### config.mk
export PLATFORM = sky130hd
export DESIGN_NAME = sws_div
export DESIGN_NICKNAME = d
export VERILOG_FILES = /design/src/rtl/core/sws_pkg.sv /design/src/rtl/core/sws_div.sv
export SDC_FILE = /design/constraint.sdc
export NUM_CORES = 1
export LEC_CHECK = 0
export BUFFER_PORTS_ARGS = -buffer_cell sky130_fd_sc_hd__buf_2
export CORE_ASPECT_RATIO = 2
export CORE_UTILIZATION = 40
export CTS_BUF_LIST = sky130_fd_sc_hd__clkbuf_4
export CTS_CLUSTER_SIZE = 10
export DETAILED_ROUTE_END_ITERATION = 10
export PLACE_DENSITY = 0.69
export SKIP_CTS_REPAIR_TIMING = 1
export SYNTH_ARGS = -nofsm -noshare
export SYNTH_HDL_FRONTEND = slang
export SYNTH_SLANG_ARGS = --single-unit
### constraint.sdc
create_clock -name clk_i -period 3.68 [get_ports clk_i]
set_input_delay 0.552 -clock clk_i [delete_from_list [all_inputs] [get_ports clk_i]]
set_output_delay 0.552 -clock clk_i [all_outputs]
set_load 0.01 [all_outputs]
### src/rtl/core/sws_pkg.sv
`default_nettype none

package sws_pkg;

  // Ring depth and the widths that follow from it
  localparam int unsigned DEPTH  = 256;
  localparam int unsigned SLOT_W = $clog2(DEPTH);

  // Field and register widths
  localparam int unsigned LEN_W      = 9;
  localparam int unsigned SAMPLE_W   = 32;
  localparam int unsigned STAT_W     = 48;
  localparam int unsigned THR_W      = 32;
  localparam int unsigned CFG_IDX_W  = 2;
  localparam int unsigned CFG_DATA_W = 32;

  // A window total is at most DEPTH full-scale samples, so its magnitude
  // fits in forty bits; the divider produces one quotient bit per cycle.
  localparam int unsigned DIV_W     = 40;
  localparam int unsigned DIV_CNT_W = $clog2(DIV_W + 1);

  localparam logic signed [STAT_W-1:0] ONE_Q16  = STAT_W'(65536);
  localparam logic signed [STAT_W-1:0] STAT_MAX = {1'b0, {(STAT_W-1){1'b1}}};
  localparam logic signed [STAT_W-1:0] STAT_MIN = {1'b1, {(STAT_W-1){1'b0}}};

  typedef enum logic [2:0] {
    MODE_IDENTITY = 3'd0,
    MODE_AVERAGE  = 3'd1,
    MODE_PEAK     = 3'd2,
    MODE_MAX      = 3'd3,
    MODE_MIN      = 3'd4,
    MODE_SUM      = 3'd5,
    MODE_CONV     = 3'd6
  } mode_e;

  typedef enum logic [CFG_IDX_W-1:0] {
    CFG_MODE       = 2'd0,
    CFG_WINDOW_LEN = 2'd1,
    CFG_THRESHOLD  = 2'd2
  } cfg_idx_e;

  // Requests from the controller to the sample ring
  typedef struct packed {
    logic              clear;
    logic              rd_en;
    logic [SLOT_W-1:0] rd_old_addr;
    logic [SLOT_W-1:0] rd_new_addr;
    logic              wr_en;
    logic [SLOT_W-1:0] wr_addr;
  } ring_req_t;

  // Start of a division: sign of the result, dividend magnitude, divisor
  typedef struct packed {
    logic             start;
    logic             neg;
    logic [DIV_W-1:0] mag;
    logic [LEN_W-1:0] divisor;
  } div_req_t;

  // Window length as used: anything above the ring depth saturates
  function automatic logic [LEN_W-1:0] eff_len(input logic [LEN_W-1:0] wl);
    return (wl > LEN_W'(DEPTH)) ? LEN_W'(DEPTH) : wl;
  endfunction

endpackage

`default_nettype wire

### src/rtl/core/sws_div.sv
`default_nettype none

module sws_div (
  input  logic                              clk_i,
  input  logic                              rst_ni,
  input  sws_pkg::div_req_t                 req_i,
  output logic                              done_o,
  output logic signed [sws_pkg::STAT_W-1:0] quot_o
);

  logic [sws_pkg::DIV_W-1:0]     dq_q;
  logic [sws_pkg::LEN_W-1:0]     rem_q;
  logic [sws_pkg::LEN_W-1:0]     dvs_q;
  logic                          neg_q;
  logic [sws_pkg::DIV_CNT_W-1:0] cnt_q;
  logic                          busy_q;
  logic                          done_q;
  logic [sws_pkg::LEN_W:0]       trial;
  logic                          ge;
  logic [sws_pkg::LEN_W:0]       diff;
  logic [sws_pkg::STAT_W-1:0]    ext;

  // One restoring step: bring in the next dividend bit and try the subtract
  assign trial = {rem_q, dq_q[sws_pkg::DIV_W-1]};
  assign ge    = trial >= {1'b0, dvs_q};
  assign diff  = trial - {1'b0, dvs_q};

  // Control of the bit-serial loop
  always_ff @(posedge clk_i or negedge rst_ni) begin
    if (!rst_ni) begin
      busy_q <= 1'b0;
      done_q <= 1'b0;
      cnt_q  <= '0;
    end else begin
      done_q <= 1'b0;
      if (req_i.start) begin
        busy_q <= 1'b1;
        cnt_q  <= sws_pkg::DIV_CNT_W'(sws_pkg::DIV_W);
      end else if (busy_q) begin
        cnt_q <= cnt_q - 1'b1;
        if (cnt_q == sws_pkg::DIV_CNT_W'(1)) begin
          busy_q <= 1'b0;
          done_q <= 1'b1;
        end
      end
    end
  end

  // Dividend and quotient share one shift register
  always_ff @(posedge clk_i) begin
    if (req_i.start) begin
      dq_q  <= req_i.mag;
      rem_q <= '0;
      dvs_q <= req_i.divisor;
      neg_q <= req_i.neg;
    end else if (busy_q) begin
      rem_q <= ge ? diff[sws_pkg::LEN_W-1:0] : trial[sws_pkg::LEN_W-1:0];
      dq_q  <= {dq_q[sws_pkg::DIV_W-2:0], ge};
    end
  end

  // Truncation toward zero: divide magnitudes, then restore the sign
  assign ext    = {{(sws_pkg::STAT_W - sws_pkg::DIV_W){1'b0}}, dq_q};
  assign quot_o = neg_q ? -ext : ext;
  assign done_o = done_q;

endmodule

`default_nettype wire

# --- After elaboration in Yosys (flattened, before gate mapping) ---
# Index checks and enable logic that the tools add are counted.
word_totals:
  reg_bits: 67
  latch_bits: 0
  ramBits: 0
  romBits: 0
  inputBits: 53
  out_inout_bits: 49
  word_cells: 25
  n_memories: 0
op_classes:
  add_sub_neg: 3
  multipliers: 0
  div: 0
  magnitude_cmp: 1
  n_eq_ne: 1
  shift: 0
  mux: 12
  bitwise: 0
  n_reduce_logical: 1
op_table:
  columns: ["cell", "n"]
  rows:
  - ["$mux 40", 2]
  - ["$mux 48", 1]
  - ["$neg 40->48", 1]
  - ["$mux 6", 2]
  - ["$ge 10x9->1", 1]
  - ["$mux 9", 1]
  - ["$sub 9x9->9", 1]
  - ["$eq 6x1->1 const B", 1]
  - ["$mux 1", 6]
  - ["$sub 6x1->6 const B", 1]
  - ["$reduce_bool 2->1", 1]

# --- Longest topological paths before layout ---
# Gate-level depths: netlist of the first run.
depth:
  ltp_word: 4
  ltp_mapped: 11
  mapped_depth_nobuf: 10

# --- Worst setup path before layout of the first run ---
# Ideal clock, no wire load.
synth_timing:
  path_kind: "register to output"
  from: "reg dq_q[15] (netlist bit)"
  to: "out quot_o[35] (netlist bit)"
  arrival_ns: 2.416
  required_time_ns: 3.128
  path_slack_ns: 0.712
  path_stages_with_launch: 8
  n_path_buf: 1
  cell_sequence: "edfxtp_1 -> or4_4 -> or3_1 -> or3_4 -> or2_1 -> buf_6 -> o41ai_4 -> xnor2_1"
synth_via:
  elab_chain_cells: 2
synth_lines:
  columns: ["element", "line", "rtl"]
  rows:
  - ["from (decl)", "sws_div.sv:11", "logic [sws_pkg::DIV_W-1:0] dq_q;"]
  - ["from (signal assigned)", "sws_div.sv:52", "dq_q <= req_i.mag;"]
  - ["from (signal assigned)", "sws_div.sv:58", "dq_q <= {dq_q[sws_pkg::DIV_W-2:0], ge};"]
  - ["$neg 40->48", "sws_div.sv:64", "assign quot_o = neg_q ? -ext : ext;"]
  - ["$mux 48", "sws_div.sv:64", null]
  - ["to (decl)", "sws_div.sv:8", "output logic signed [sws_pkg::STAT_W-1:0] quot_o"]
# Every way passes these cells.

# --- Worst setup path after layout of the first run ---
# Same ends and word-level chain as after synthesis.

==> results of run 1 <==
==> layout by cell type, fill, tap and decap left out, types with 12 or more instances in the layout <==
cell type,synthesis,layout
buf_2,0,101
clkbuf_4,0,13
edfxtp_1,50,50
ha_1,12,12
inv_1,17,17
mux2_2,38,38
nand2_1,27,27
nor2_1,18,18
o21ai_0,15,15
xnor2_1,43,43
==> flip-flops by register name (all words and copies together), names as in the netlist <==
register	cells
done_o	1
dq_q	40
cnt_q	6
neg_q	1
rem_q	9
busy_q	1
dvs_q	9
==> synth_stat cells, drive strengths merged, types with 4 or more instances <==
cell	count	area, µm²
a211oi	4	30.0
a21o	5	37.5
a21oi	6	30.0
a311oi	4	35.0
buf	7	52.6
clkbuf	12	45.0
dfrtp	8	200
dfxtp	9	180
edfxtp	50	1500
ha	12	150
inv	17	63.8
mux2	38	428
nand2	27	101
nand2b	5	31.3
nand3	5	25.0
nor2	18	67.6
nor3	5	25.0
nor4	4	25.0
o21a	9	67.6
o21ai	18	90.1
o31ai	9	77.6
o41ai	6	71.3
or2	5	31.3
or3	10	70.1
or4	4	33.8
xnor2	43	377
xor2	5	43.8
==> routing by layer <==
metal,up-vias,part of all wire (%)
li1,1565,-
met1,1491,37
met2,91,56
met3,24,3.8
met4,0,3.4
met5,-,0
==> power by group through the flow <==
| stage | logic (mW) | clock network, mW | registers, mW |
|---|---|---|---|
| final | 0.767 | 0.492 | 1.04 |
| after global placement | 0.748 | 0 | 1.05 |
| after CTS | 0.762 | 0.512 | 1.04 |
| after global routing | 0.849 | 0.541 | 1.06 |
| after floorplan | 0.540 | 0 | 1.02 |
| after detailed placement | 0.759 | 0 | 1.06 |
==> area by class of cell <==
type / instances / area share, %
multi-input combinational: 269 / 42.3
sequential: 67 / 38.2
timing repair buffer: 111 / 11.8
tap: 135 / 3.43
clock buffer: 13 / 1.98
inverter: 17 / 1.30
clock inverter: 3 / 0.813
antenna: 1 / 0.0508
==> path summary, 6_finish.rpt <==
check	cells after the start	startpoint	slack [ns]	end
max reg2reg	11	dq_q[39]$_DFFE_PP_	0.61	rem_q[0]$_SDFFE_PP0P_
min reg2reg	2	rem_q[5]$_SDFFE_PP0P_	0.51	rem_q[5]$_SDFFE_PP0P_
max	7	dq_q[15]$_DFFE_PP_	0.15	quot_o[35]
max in group asynchronous	2	rst_ni	3.00	cnt_q[5]$_DFFE_PN0P_
min	1	req_i[5]	0.30	dvs_q[5]$_DFFE_PP_
min in group asynchronous	2	rst_ni	0.49	cnt_q[4]$_DFFE_PN0P_
==> through the flow <==
step	power, mW	util [%]	instances	hold slack [ns]	setup WS (ns)
3_5_place_dp	1.82	46.8	593	0.409	0.473
3_3_place_gp	1.80	46.8	593	0.406	0.526
5_1_grt	2.45	48.8	616	0.251	-0.00233
6_report	2.30	48.8	616	0.299	0.150
2_1_floorplan	1.57	-	372	0.256	0.712
4_1_cts	2.31	48.2	609	-0.0793	-0.0212
==> critical path: stages (launching register included) <==
cell	delay [ns]
edfxtp_1	0.43
or4_4	0.55
or3_1	0.34
or3_4	0.42
or2_4	0.30
o41ai_4	0.22
xnor2_1	0.14
buf_2	0.15
==> logic make-up (layout without fill, tap and decap cells) <==
kind of cell	count (synthesis)	count (layout)	share of synthesized area, %
and+or+nand+nor	99	99	12.8
AOI/OAI and AO/OA	69	69	12.3
DFF	67	67	45.8
xor gates and xnor gates	48	48	10.2
muxes	40	40	10.9
buffers and inverters	36	144	3.93
adders and majority gates	13	13	4.14
other	0	1	0
==> flow_summary.toml, run 1 <==
[global_route]
busiest_layer = "met2"
overflow = 0
gr-usage-met2_pct = 35.0
antenna_found_initial = 1
met1_usage_pct = 19.0
grt_use_met3_pct = 4.09
grt_start_max_net_pins = 49
grt_first_pass_wirelength_mm = 15.2
grt_usage_pct = 19.0
grt_pass1_vias = 3144

[pwr]
switching_share_pct = 32.9
ir_worst_vdd_mv = 0.202
p_int_mw = 1.54
clock_power_share_pct = 21.4
combPwrFrac_pct = 33.4
p_leak_nw = 2.00
seq_power_share_pct = 45.2
switching_power_mw = 0.755
power.density_nw_per_um2 = 467

[logic_synthesis]
synth_area_per_cell_um2 = 11.1
synth_ff_type = "edfxtp_1"
yosysSeqAreaShare_pct = 45.8
synth_nets = 438
yosysWarnings = 0
netlist_area_um2 = 4110
synthCells = 372
synth_enable_flop_cells = 50
yosys_register_bits = 67
ys_types = 54
ys_async_sr_fraction_pct = 11.9

[hold_path]
hp-class = "primary input to register"

[placed_design]
routabilityCongestion = 0.840
io_buffers = 101
postPlaceCellArea_um2 = 4720
hpwl_mm = 7.38

[timing]
max-slew-margin-rel_pct = 35.7
fin_crit_ns = 3.53
finalCritPeriodShare_pct = 95.9
max_freq_mhz = 283
hold_viol = 0
fin_worst_skew_ns = 0.0162
finalSetupViolCount = 0
timing.setup.tns_ns = 0
worst_pin_slew_ns = 0.964
drv_slew = 0

[route]
drcViolationCount = 0
drt-wirelength-per-cell_um = 15.8
dr.pass1.iters = 4
vias = 3171
wl_mm = 9.74
drt-initial-drc-count = 161
vias_per_cell = 5.15
ant_nets = 0

[die]
core_area_um2 = 10100
ioPinCount = 102
die_h_um = 145
dieWidth_um = 73.7
die-area_um2 = 10700
rows = 52
start_util_pct = 40.8

[worst_setup_path]
critical_path_class = "register to output pin"
cp.required_ns = 3.13
critPathLaunchType = "register"
crit_arrival_ns = 2.98
end_kind = "output pin"
crit_path_max_fanout = 5

[finish]
drive_above_1_share_pct = 37.3
fill_cells = 954
area_growth_pct = 19.7
regArea_um2 = 1880
multi_input_area_um2 = 2080
stdcell_area_um2 = 4920
num-nets-final = 541

[clocking]
root_buffer = "clkbuf_4"
cts_buffers = 9
htree_levels = 3
clk_latency_ns = 0.42
cts_buffer_depth = 2
clock_sinks = 67
cts.clk_slew.worst_paths_ns = 0.11
tritoncts = "yes"

[outcome]
status = "finished, final reports clean"

[flow_run]
drv_cap = 0
Power figures use the tool's default switching activity.
==> inputs of run 2 (changes only) <==
--- a/config.mk
+++ b/config.mk
@@ -7,11 +7,12 @@
 export LEC_CHECK = 0
 export BUFFER_PORTS_ARGS = -buffer_cell sky130_fd_sc_hd__buf_2
 export CORE_ASPECT_RATIO = 2
+export CORE_MARGIN = 2
 export CORE_UTILIZATION = 40
 export CTS_BUF_LIST = sky130_fd_sc_hd__clkbuf_4
 export CTS_CLUSTER_SIZE = 10
 export DETAILED_ROUTE_END_ITERATION = 10
-export PLACE_DENSITY = 0.69
+export PLACE_DENSITY = 0.63
 export SKIP_CTS_REPAIR_TIMING = 1
 export SYNTH_ARGS = -nofsm -noshare
 export SYNTH_HDL_FRONTEND = slang
==> flow_summary.toml, run 2 (same netlist as run 1, synthesis figures left out) <==
[outcome]
status = "finished, final reports clean"

[worst_setup_path]
worst_path_most_repeated_cell = "or3_4"
cp_slowest_stage_delay_ns = 0.58
critical_path_class = "register to output pin"
crit_arrival_ns = 3.05
end_kind = "output pin"
critPathLaunchType = "register"
cp.required_ns = 3.13
crit_path_max_fanout = 6
slowest_stage = "or4_4"
crit_chain = "or4_4 > or3_4 > or3_4 > or2_4 > o41ai_4 > xnor2_1 > buf_2"

[flow_run]
drv_cap = 0

[route]
vias_per_cell = 5.14
route.met2.wl_mm = 5.66
dr.pass1.iters = 4
wl_mm = 9.88
dr_wl_met3_um = 361
drt-wirelength-per-cell_um = 16.0
routed.top_layer = "met4"
drcViolationCount = 0
drt-met1-wl_mm = 3.63
ant_nets = 0
vias = 3171
drt-initial-drc-count = 181

[global_route]
overflow = 0
grt_first_pass_wirelength_mm = 15.4
grt_start_max_net_pins = 50
antenna_found_initial = 1
grt_usage_pct = 18.5
grt_pass1_vias = 3234

[hold_path]
hp-class = "primary input to register"

[finish]
largest_register_ffs = 40
largest_register = "dq_q"
final_common_cell = "buf_2"
final_cell_count_no_fill = 617
drive_above_1_share_pct = 37.2
area_growth_pct = 19.4
layout_common_cells = "buf_2, edfxtp_1, xnor2_1"
num-nets-final = 542
top_regs = "dq_q x40, dvs_q x9, rem_q x9"

[timing]
max-slew-margin-rel_pct = 35.3
worst_pin_slew_ns = 0.971
finalSetupViolCount = 0
hold_viol = 0
fin_worst_skew_ns = 0.0191
finalCritPeriodShare_pct = 97.8
fin_ws_ns = 0.0798
fin_crit_ns = 3.60
rsz0062_at_grt = "true"
max_freq_mhz = 278
drv_slew = 0

[placed_design]
hpwl_mm = 7.63
pre_cts_ws_ns = 0.447
dp.cells = 593
io_buffers = 101
routabilityCongestion = 0.871

[die]
core_area_um2 = 10100
die_h_um = 147
die-area_um2 = 11200
ioPinCount = 102
rows = 52
dieWidth_um = 75.7
start_util_pct = 40.8

[pwr]
p_leak_nw = 1.98
total_power_mw = 2.24
power.density_nw_per_um2 = 457
ir_worst_vdd_mv = 0.224

[clocking]
cts_buffers = 9
clock_sinks = 67
clk_latency_ns = 0.44
htree_levels = 3
root_buffer = "clkbuf_4"
cts.clk_slew.worst_paths_ns = 0.12
cts_buffer_depth = 2
tritoncts = "yes"
-- run 2: worst paths after layout --
check                      slack, ns                  start                    end  depth (start not counted)
max in group asynchronous       3.04                 rst_ni   cnt_q[5]$_DFFE_PN0P_                          2
hold reg to reg                 0.51  rem_q[6]$_SDFFE_PP0P_  rem_q[6]$_SDFFE_PP0P_                          2
min in group asynchronous       0.46                 rst_ni   cnt_q[3]$_DFFE_PN0P_                          2
hold / removal                  0.28               req_i[2]     dvs_q[2]$_DFFE_PP_                          1
setup / recovery                0.08     dq_q[14]$_DFFE_PP_             quot_o[35]                          7
setup reg to reg                0.69     dq_q[39]$_DFFE_PP_  rem_q[0]$_SDFFE_PP0P_                         11
-- run 2: cell type report --
cell class                      count  area (µm²)
Multi-Input combinational cell    269        2080
Inverter                           17        63.8
Timing Repair Buffer              112         591
Sequential cell                    67        1880
Antenna cell                        1        2.50
Clock buffer                        9        67.6
Fill cell                         948        5180
Clock inverter                      7        53.8
Tap cell                          135         169
-- run 2: power breakdown --
group | leakage, nW | switching [mW] | internal (mW)
clock | 0.0585 | 0.294 | 0.141
sequential | 0.691 | 0.113 | 0.929
combinational | 1.23 | 0.386 | 0.378
total | 1.98 | 0.793 | 1.45
-- run 2: per-layer routing --
layer / vias to the layer above / GRT usage, %
li1: 1570 / -
met1: 1502 / 19.0
met2: 84 / 34.3
met3: 15 / 3.48
met4: 0 / 8.16
met5: - / 0
-- run 2: through the flow --
step | util [%] | TNS, ns | instance area (µm²) | hold WS, ns
6_report | 48.7 | 0 | 4910 | 0.283
5_1_grt | 48.7 | -0.0918 | 4910 | 0.232
4_1_cts | 48.0 | -0.0983 | 4840 | -0.0968
3_5_place_dp | 46.8 | 0 | 4720 | 0.404
3_3_place_gp | 46.8 | 0 | 4720 | 0.408
2_1_floorplan | - | 0 | 4110 | 0.256
-- run 2: worst max-delay path: cells and delay by family (launching register included) --
kind                   cells  cell delay [ns]
buffers and inverters      1             0.14
AO/OA/AOI/OAI              1             0.22
flip-flops                 1             0.45
XOR/XNOR                   1             0.14
AND/OR/NAND/NOR            4             1.63
